===== src/rtl/cpts_pkg.sv =====
package cpts_pkg;

   localparam int TASK_SLOTS = 64;

   localparam logic [3:0] FUNC_TICK      = 4'd0;
   localparam logic [3:0] FUNC_SCHEDULE  = 4'd1;
   localparam logic [3:0] FUNC_INSTALL   = 4'd2;
   localparam logic [3:0] FUNC_REMOVE    = 4'd3;
   localparam logic [3:0] FUNC_SET_STATE = 4'd4;
   localparam logic [3:0] FUNC_ALARM     = 4'd5;
   localparam logic [3:0] FUNC_NICE      = 4'd6;
   localparam logic [3:0] FUNC_POST      = 4'd7;
   localparam logic [3:0] FUNC_CLEAR     = 4'd8;

   localparam logic [1:0] RUN_RUNNING  = 2'd0;
   localparam logic [1:0] RUN_INTR     = 2'd1;
   localparam logic [1:0] RUN_UNINTR   = 2'd2;

   localparam logic [31:0] ALARM_BIT   = 32'h0000_2000;
   localparam logic [8:0]  IDLE_SLICE  = 9'd15;
   localparam logic [7:0]  IDLE_PRIO   = 8'd15;
   localparam logic [7:0]  PRIO_MAX    = 8'd255;
   localparam logic [9:0]  TPS_RESET   = 10'd100;

   typedef struct packed {
      logic [1:0]  run_state;
      logic [8:0]  slice;
      logic [7:0]  prio;
      logic [31:0] alarm;
      logic [31:0] pending;
      logic [31:0] uticks;
      logic [31:0] sticks;
   } task_row_type;

   typedef enum logic [1:0] {
      SCAN_ALARM,
      SCAN_SELECT,
      SCAN_RECHARGE
   } scan_kind_type;

   typedef struct packed {
      logic          req_load;
      logic          op_rd;
      logic          op_exec;
      logic          scan_start;
      logic          sel_clear;
      scan_kind_type scan_kind;
      logic          set_running;
      logic          rsp_load;
   } cpts_cmd_type;

   typedef struct packed {
      logic need_sched;
      logic last_done;
      logic found;
      logic best_zero;
   } cpts_status_type;

endpackage


===== src/rtl/cpts_ctrl.sv =====
module cpts_ctrl (
   input  logic                     clock,
   input  logic                     reset,
   input  logic                     req_valid,
   output logic                     req_ready,
   output logic                     rsp_valid,
   input  logic                     rsp_ready,
   input  cpts_pkg::cpts_status_type sts,
   output cpts_pkg::cpts_cmd_type   cmd
);
   import cpts_pkg::*;

   typedef enum logic [3:0] {
      ST_IDLE,
      ST_OP_RD,
      ST_OP_EX,
      ST_AW,
      ST_SEL,
      ST_SEL_CHK,
      ST_RCH,
      ST_FIN,
      ST_DONE
   } state_type;

   state_type state_ff, state_in;
   logic      pass_ff, pass_in;
   logic      rsp_valid_ff, rsp_valid_in;

   always_comb begin
      state_in     = state_ff;
      pass_in      = pass_ff;
      rsp_valid_in = rsp_valid_ff && !rsp_ready;
      cmd          = '0;
      cmd.scan_kind = SCAN_ALARM;
      case (state_ff)
         ST_IDLE: begin
            if (req_valid) begin
               cmd.req_load = 1'b1;
               state_in     = ST_OP_RD;
            end
         end
         ST_OP_RD: begin
            cmd.op_rd = 1'b1;
            state_in  = ST_OP_EX;
         end
         ST_OP_EX: begin
            cmd.op_exec = 1'b1;
            pass_in     = 1'b0;
            if (sts.need_sched) begin
               cmd.scan_start = 1'b1;
               state_in       = ST_AW;
            end else begin
               state_in = ST_FIN;
            end
         end
         ST_AW: begin
            cmd.scan_kind = SCAN_ALARM;
            if (sts.last_done) begin
               cmd.scan_start = 1'b1;
               cmd.sel_clear  = 1'b1;
               state_in       = ST_SEL;
            end
         end
         ST_SEL: begin
            cmd.scan_kind = SCAN_SELECT;
            if (sts.last_done) begin
               state_in = ST_SEL_CHK;
            end
         end
         ST_SEL_CHK: begin
            if (!sts.found || !sts.best_zero) begin
               cmd.set_running = 1'b1;
               state_in        = ST_FIN;
            end else begin
               cmd.scan_start = 1'b1;
               state_in       = ST_RCH;
            end
         end
         ST_RCH: begin
            cmd.scan_kind = SCAN_RECHARGE;
            if (sts.last_done) begin
               if (!pass_ff) begin
                  // All runnable slices were spent: select once more.
                  pass_in        = 1'b1;
                  cmd.scan_start = 1'b1;
                  cmd.sel_clear  = 1'b1;
                  state_in       = ST_SEL;
               end else begin
                  cmd.set_running = 1'b1;
                  state_in        = ST_FIN;
               end
            end
         end
         ST_FIN: begin
            state_in = ST_DONE;
         end
         ST_DONE: begin
            if (!rsp_valid_ff || rsp_ready) begin
               cmd.rsp_load = 1'b1;
               rsp_valid_in = 1'b1;
               state_in     = ST_IDLE;
            end
         end
         default: begin
            state_in = ST_IDLE;
         end
      endcase
   end

   always_ff @(posedge clock) begin
      if (reset) begin
         state_ff     <= ST_IDLE;
         pass_ff      <= 1'b0;
         rsp_valid_ff <= 1'b0;
      end else begin
         state_ff     <= state_in;
         pass_ff      <= pass_in;
         rsp_valid_ff <= rsp_valid_in;
      end
   end

   assign req_ready = (state_ff == ST_IDLE);
   assign rsp_valid = rsp_valid_ff;

`ifndef SYNTHESIS
   a_scan_ends_in_scan_state: assert property (@(posedge clock) disable iff (reset)
      sts.last_done |-> (state_ff == ST_AW || state_ff == ST_SEL || state_ff == ST_RCH))
      else $error("scan finished outside a scan state");
   a_load_only_when_free: assert property (@(posedge clock) disable iff (reset)
      cmd.rsp_load |-> (!rsp_valid_ff || rsp_ready))
      else $error("result overwritten before it was taken");
   a_exec_follows_read: assert property (@(posedge clock) disable iff (reset)
      cmd.op_rd |=> cmd.op_exec)
      else $error("operation read not followed by execution");
`endif

endmodule


===== config.mk =====
export PLATFORM = sky130hd
export DESIGN_NAME = cpts_ctrl
export DESIGN_NICKNAME = d
export VERILOG_FILES = /design/src/rtl/cpts_pkg.sv /design/src/rtl/cpts_ctrl.sv
export SDC_FILE = /design/constraint.sdc
export NUM_CORES = 1
export LEC_CHECK = 0
export BUFFER_PORTS_ARGS = -buffer_cell sky130_fd_sc_hd__buf_2
export CORE_MARGIN = 8
export CORE_UTILIZATION = 25
export DETAILED_ROUTE_END_ITERATION = 12
export HOLD_SLACK_MARGIN = 0.08
export SLEW_MARGIN = 40
export SYNTH_ARGS = -nofsm -noshare
export SYNTH_HDL_FRONTEND = slang
export SYNTH_SLANG_ARGS = --single-unit
export TNS_END_PERCENT = 50

===== constraint.sdc =====
create_clock -name clock -period 2.5 [get_ports clock]
set_clock_uncertainty 0.2 [all_clocks]
set_input_delay 0.5 -clock clock [delete_from_list [all_inputs] [get_ports clock]]
set_output_delay 0.5 -clock clock [all_outputs]
set_load 0.01 [all_outputs]

== Yosys cells after proc, flatten, opt, wreduce, memory -nomap -nowiden ==
Index checks and enable logic that the tools add are counted.

* Register bits: 6
* Logic and storage cells: 58

* Equal/unequal tests: 13
* Multiplexer cells: 31
* Reduce and logical (&&, ||, !) cells: 11

{| class="wikitable"
|+ Operators by type and width
! cell !! count
|-
| one-hot mux 4 bit (9 select lines) || 1
|-
| two-way mux 4 bit || 5
|-
| equality test 4 x 3 -> 1 bit (second input constant) || 4
|-
| two-way mux 1 bit || 15
|-
| != test 2 bit (second input constant) || 5
|-
| equality test 4 x 2 -> 1 bit (second input constant) || 2
|-
| two-way mux 2 bit || 4
|-
| one-hot mux 1 bit (2 select lines) || 3
|-
| AND reduction 5 bit || 1
|-
| equality test 4 x 1 -> 1 bit (second input constant) || 1
|-
| equality test 4 bit (second input constant) || 1
|-
| zero test 1 bit || 4
|-
| zero test 4 bit || 1
|-
| one-hot mux 1 bit (4 select lines) || 1
|-
| one-hot mux 2 bit (2 select lines) || 1
|-
| two-way mux 3 bit || 1
|-
| logical OR 1 bit || 2
|-
| AND reduction 2 bit || 1
|-
| nonzero test 2 bit || 1
|-
| logical AND 1 bit || 1
|}

== Depth between registers and ports, before layout ==
Gate-level depths: netlist of the first run.

* Word-level depth: 4
* Mapped depth: 5
* Depth with buffers taken out: 4

== Least setup slack after synthesis of the first run ==
Ideal clock, no wire load.

* Path kind: flip-flop to output port
* Start point: register state_ff[0]
* End point: output cmd[0] in the netlist's numbering
* Data arrival time: 1,176 ps
* Slack: 624 ps
* Stages on the path, launching flop included: 4
* Buffers on the path: 1
* Path through: dfxtp_1 > buf_6 > or4b_4 > nor2b_1

{| class="wikitable"
|+ RTL lines
! item !! RTL line !! RTL
|-
| from (decl) || cpts_ctrl.sv:25 || <nowiki>state_type state_ff, state_in;</nowiki>
|-
| from (signal assigned) || cpts_ctrl.sv:116 || <nowiki>state_ff <= state_in;</nowiki>
|-
| to (decl) || cpts_ctrl.sv:9 || <nowiki>output cpts_pkg::cpts_cmd_type cmd</nowiki>
|}

==> impl_metrics.env, run 1 <==
export IMPL_pin_count=19
export IMPL_rows=16
export IMPL_vias_per_cell=4.64
export IMPL_numPortBuffers=18
export IMPL_outcome="complete, no violations"
export IMPL_synth_nets=72
export IMPL_cts_setup_buffers=0
export IMPL_ys_warn_count=0
export IMPL_grt_setup_unrepaired="false"
export IMPL_multi_input_area_um2=315
export IMPL_fin_total_pwr_uw=601
export IMPL_place_hpwl_um=984
export IMPL_tritoncts="done"
export IMPL_clk_latency_ns=0.24
export IMPL_combinationalPowerShare=0.530
export IMPL_critPathCaptureType="output pin"
export IMPL_sw_frac_of_total=0.465
export IMPL_switchingPower_uw=280
export IMPL_drc=0
export IMPL_async_reset_ff_frac=0
export IMPL_core_area_um2=1880
export IMPL_layout_common_cells="18 x buf_2, 12 x nor2_1, 6 x nand2b_1, 6 x dfxtp_1, 5 x a21oi_1"
export IMPL_clk_pin_slew_ns=0.05
export IMPL_synth_ff_type="dfxtp_1"
export IMPL_synth_edff_count=0
export IMPL_critPathArrivalTime_ns=1.56
export IMPL_clockRootBuffer="clkbuf_4"
export IMPL_cts_made_buffers=3
export IMPL_critPathKind="flop to output pin"
export IMPL_seq_area_um2=120
export IMPL_area_delta_synth_final_pct=23.1
export IMPL_max_cap_violations=0
export IMPL_worst_pin_slew_ns=0.485
export IMPL_slew_headroom=0.676
export IMPL_grt_max_degree=16
export IMPL_clock_path_buffers=2
export IMPL_p_per_area_nw_per_um2=1010
export IMPL_drive_gt1_frac=0.325
export IMPL_vias=496
export IMPL_first_iter_violations=3
export IMPL_die_x_um=59.9
export IMPL_syn_area_per_cell_um2=7.53
export IMPL_fp_dieH_um=59.9
export IMPL_p_int_uw=322
export IMPL_hold_class="primary input to flop"
export IMPL_finalCritPeriodShare=0.904
export IMPL_nets=90
export IMPL_htree_num_levels=1
export IMPL_gp_routability_congestion=0.861
export IMPL_final_min_clock_period_ns=2.26
export IMPL_clock_sinks=6
export IMPL_required_ns=1.80
export IMPL_drtPass1Iterations=4
export IMPL_grt_ovfl_total=0
export IMPL_worst_setup_path_start_kind="flop"
export IMPL_p_seq_frac=0.323
export IMPL_worst_path_max_fanout=10
export IMPL_initial_core_util=0.256
export IMPL_cts_repair_resized=0
export IMPL_wirelength_mm=1.26
export IMPL_ys_seq_area_frac=0.249
export IMPL_hold_violations=0
export IMPL_die_area_um2=3590
export IMPL_synth_area_um2=482
export IMPL_drv_slew=0
export IMPL_antenna_cells=0
export IMPL_grt_pass1_vias=451
export IMPL_wl_per_cell_um=11.7
export IMPL_leakage_uw=0.000275
export IMPL_synth_cells=64
export IMPL_grt_usage=0.0721
export IMPL_setup_viol=0
export IMPL_antenna_found_initial=0
export IMPL_tns_ns=0
export IMPL_layout_commonest_cell="buf_2"
export IMPL_nFillCells=222
export IMPL_cts_hold_buf=0
export IMPL_clkPwrFrac=0.147
export IMPL_grt_pass1_wl_mm=1.95
export IMPL_synth_seq_cells=6
export IMPL_ant_nets=0
export IMPL_timing_fmax_ghz=0.443
export IMPL_synth_cell_types=31
export IMPL_vdd_drop_max_uv=336
## metrics by stage
| step | instance area [um2] | setup WS (ns) | util | hold slack [ns] | instances |
|---|---|---|---|---|---|
| floorplan | 482 | 0.624 | - | 0.303 | 64 |
| global placement | 571 | 0.516 | 0.303 | 0.347 | 104 |
| detailed placement | 571 | 0.520 | 0.303 | 0.332 | 104 |
| CTS | 593 | 0.242 | 0.315 | 0.310 | 107 |
| global route | 593 | 0.141 | 0.315 | 0.315 | 107 |
| finish | 593 | 0.241 | 0.315 | 0.321 | 107 |
## Yosys cell counts (2+ instances only)
cell type / instances / area, um2
nand2_1: 3 / 11.3
dfxtp_1: 6 / 120
a21oi_1: 5 / 25.0
buf_4: 2 / 15.0
nor2b_1: 2 / 12.5
nor2_1: 12 / 45.0
nor3_1: 3 / 15.0
nand2b_1: 6 / 37.5
inv_1: 3 / 11.3
## layer usage
metal / routed length (um) / vias to the layer above / track usage
li1: - / 259 / -
met1: 582 / 220 / 0.0826
met2: 560 / 17 / 0.103
met3: 113 / 0 / 0.0452
met4: 0 / 0 / 0.0306
met5: 0 / - / 0
## kinds of logic after synthesis
group | share of synthesized area
muxes | 0.0519
buffers and inverters | 0.0961
and+or+nand+nor | 0.382
AOI/OAI and AO/OA | 0.221
DFF | 0.249
## power groups by stage
stage | clock network (uW) | logic (uW) | registers, uW
after floorplan | 0 | 297 | 138
final | 88.5 | 319 | 194
after CTS | 94.7 | 321 | 194
after global routing | 102 | 350 | 203
after global placement | 0 | 319 | 193
after detailed placement | 0 | 320 | 195
## worst max-delay path, stage by stage, from the launching register on
cell and delay, ns:
dfxtp_1 0.52, inv_1 0.20, nor2_1 0.22, a22oi_1 0.10, o21bai_1 0.13, buf_2 0.14
## path summary, 6_finish.rpt
check,startpoint,endpoint,slack [ns],depth (start not counted)
worst max register to register,state_ff[2],state_ff[0],0.61,4
worst min register to register,pass_ff,pass_ff,0.34,2
worst min-delay path,reset,rsp_valid,0.32,2
worst max-delay path,state_ff[0],cmd[5],0.24,5
## final cells by class
type                    instances  area share
inverters                       3      0.0190
repair buffers                 18       0.152
multi-input cells              50       0.532
well taps                      27      0.0570
clock buffers                   3      0.0380
flip-flops and latches          6       0.203
## registers in the layout, indices dropped and copies added, names as in the netlist
name	cells
state_ff	4
pass_ff	1
rsp_valid	1
Power figures use the tool's default switching activity.
==> run 2: changes to the inputs <==
CORE_AREA = 8 8 45 47   (was default)
CORE_MARGIN = default   (was 8)
CORE_UTILIZATION = default   (was 25)
DIE_AREA = 0 0 53 55   (was default)
RECOVER_POWER = 25   (was default)
==> run 2 against run 1 <==
  * Setup slack got worse by 0.0026 ns
  * Combinational power about the same
  * Critical path depth decreased by 2
  * Die area decreased by 19%
  * Sequential cell count unchanged
  * Clock power increased by 0.7%
  * Global-route usage increased by 1.8 points
  * Power decreased by 0.77%
  * Final cell count decreased by 10%
  * Non-clock buffer count unchanged
  * Worst hold slack improved by 0.012 ns
  * Critical path type unchanged
==> impl_metrics.env, run 2 (same netlist as run 1, synthesis figures left out) <==
export IMPL_clock_sinks=6
export IMPL_initial_core_util=0.348
export IMPL_antenna_cells=0
export IMPL_cts_hold_buf=0
export IMPL_regMostFlops="state_ff"
export IMPL_grt_max_degree=16
export IMPL_cts_setup_buffers=0
export IMPL_worst_pin_slew_ns=0.473
export IMPL_worst_path_max_fanout=9
export IMPL_core_area_um2=1380
export IMPL_layout_commonest_cell="buf_2"
export IMPL_worst_setup_path_start_kind="flop"
export IMPL_numPortBuffers=18
export IMPL_finalCritPeriodShare=0.905
export IMPL_p_int_uw=321
export IMPL_crit_family="simple AND/OR/NAND/NOR gates"
export IMPL_wirelength_mm=1.24
export IMPL_sw_frac_of_total=0.461
export IMPL_grt_setup_unrepaired="false"
export IMPL_grt_usage=0.0897
export IMPL_tns_ns=0
export IMPL_nets=90
export IMPL_clock_path_buffers=2
export IMPL_gp_routability_congestion=0.848
export IMPL_vias=505
export IMPL_p_per_area_nw_per_um2=1040
export IMPL_wl_per_cell_um=12.9
export IMPL_hold_violations=0
export IMPL_grt_ovfl_total=0
export IMPL_cp_cell_sequence="or4b_1 -> nor2b_1 -> buf_2"
export IMPL_max_cap_violations=0
export IMPL_worstHoldStart="reset"
export IMPL_worstSetupStartpoint="state_ff[3]"
export IMPL_area_delta_synth_final_pct=19.2
export IMPL_required_ns=1.80
export IMPL_critPathKind="flop to output pin"
export IMPL_fp_dieH_um=55
export IMPL_place_hpwl_um=931
export IMPL_drc=0
export IMPL_grt_pass1_wl_mm=2.01
export IMPL_switchingPower_uw=275
export IMPL_htree_num_levels=1
export IMPL_largest_register_ffs=4
export IMPL_drive_gt1_frac=0.300
export IMPL_hold_class="primary input to flop"
export IMPL_final_min_clock_period_ns=2.26
export IMPL_combinationalPowerShare=0.534
export IMPL_clk_latency_ns=0.24
export IMPL_p_seq_frac=0.317
export IMPL_antenna_found_initial=0
export IMPL_clkPwrFrac=0.149
export IMPL_fin_total_pwr_uw=597
export IMPL_nFillCells=157
export IMPL_slew_headroom=0.684
export IMPL_layout_common_cells="17 x buf_2, 12 x nor2_1, 6 x nand2b_1, 6 x dfxtp_1, 5 x a21oi_1"
export IMPL_clockRootBuffer="clkbuf_4"
export IMPL_outcome="complete, no violations"
export IMPL_utilization=0.415
export IMPL_drv_slew=0
export IMPL_vias_per_cell=5.26
export IMPL_cts_repair_resized=0
export IMPL_rows=14
export IMPL_tritoncts="done"
export IMPL_die_x_um=53
export IMPL_cts_made_buffers=3
export IMPL_vdd_drop_max_uv=388
export IMPL_drtPass1Iterations=4
export IMPL_clk_pin_slew_ns=0.05
export IMPL_r2r_start="state_ff[2]"
export IMPL_first_iter_violations=11
export IMPL_leakage_uw=0.000269
export IMPL_critPathBufInv=1
export IMPL_pin_count=19
export IMPL_grt_pass1_vias=463
export IMPL_cp_slowest_cell="or4b_1"
export IMPL_die_area_um2=2920
export IMPL_ant_nets=0
export IMPL_critPathCaptureType="output pin"
export IMPL_setup_viol=0
export IMPL_timing_fmax_ghz=0.442
export IMPL_timing_critical_path_slowest_cell_delay_ns=0.56
export IMPL_critPathArrivalTime_ns=1.56
==> run 2: changes by cell type in the layout (fill, tap and decap cells not counted) <==
cell / before / now
or4b_1: 0 / 1
buf_2: 18 / 17
or4b_4: 1 / 0
clkbuf_1: 0 / 1
==> run 2: area by class of cell <==
cell class,count,area [um2],area share
inverter,3,11.3,0.0196
clock buffer,3,22.5,0.0392
multi-input combinational,50,312,0.542
sequential,6,120,0.209
tap,16,20.0,0.0349
timing repair buffer,18,88.8,0.155
==> run 2: path summary, 6_finish.rpt <==
kind	to	slack, ns	cells past startpoint
min	rsp_valid	0.33	2
max reg2reg	state_ff[0]	0.57	4
max	cmd[0]	0.24	3
min reg2reg	pass_ff	0.33	2
==> run 2: metal layers <==
| layer | part of all wire | global-route usage |
|---|---|---|
| met4 | 0.013 | 0.0517 |
| met5 | 0 | 0 |
| met1 | 0.44 | 0.110 |
| met2 | 0.49 | 0.143 |
| met3 | 0.058 | 0.0187 |
==> run 2: power by group through the flow <==
stage	clock network (uW)	logic [uW]	registers [uW]
3_5_place_dp	0	318	193
5_1_grt	101	351	198
4_1_cts	94.3	319	190
3_3_place_gp	0	320	191
6_report	89.1	318	189
2_1_floorplan	0	297	138
==> run 2: stage by stage <==
step	worst slack (ns)	cell area, um2	hold slack (ns)	std cells
after detailed placement	0.534	557	0.329	93
after global placement	0.521	557	0.334	93
final	0.238	574	0.333	96
after global routing	0.120	574	0.321	96
after floorplan	0.624	482	0.303	64
after CTS	0.267	579	0.321	96
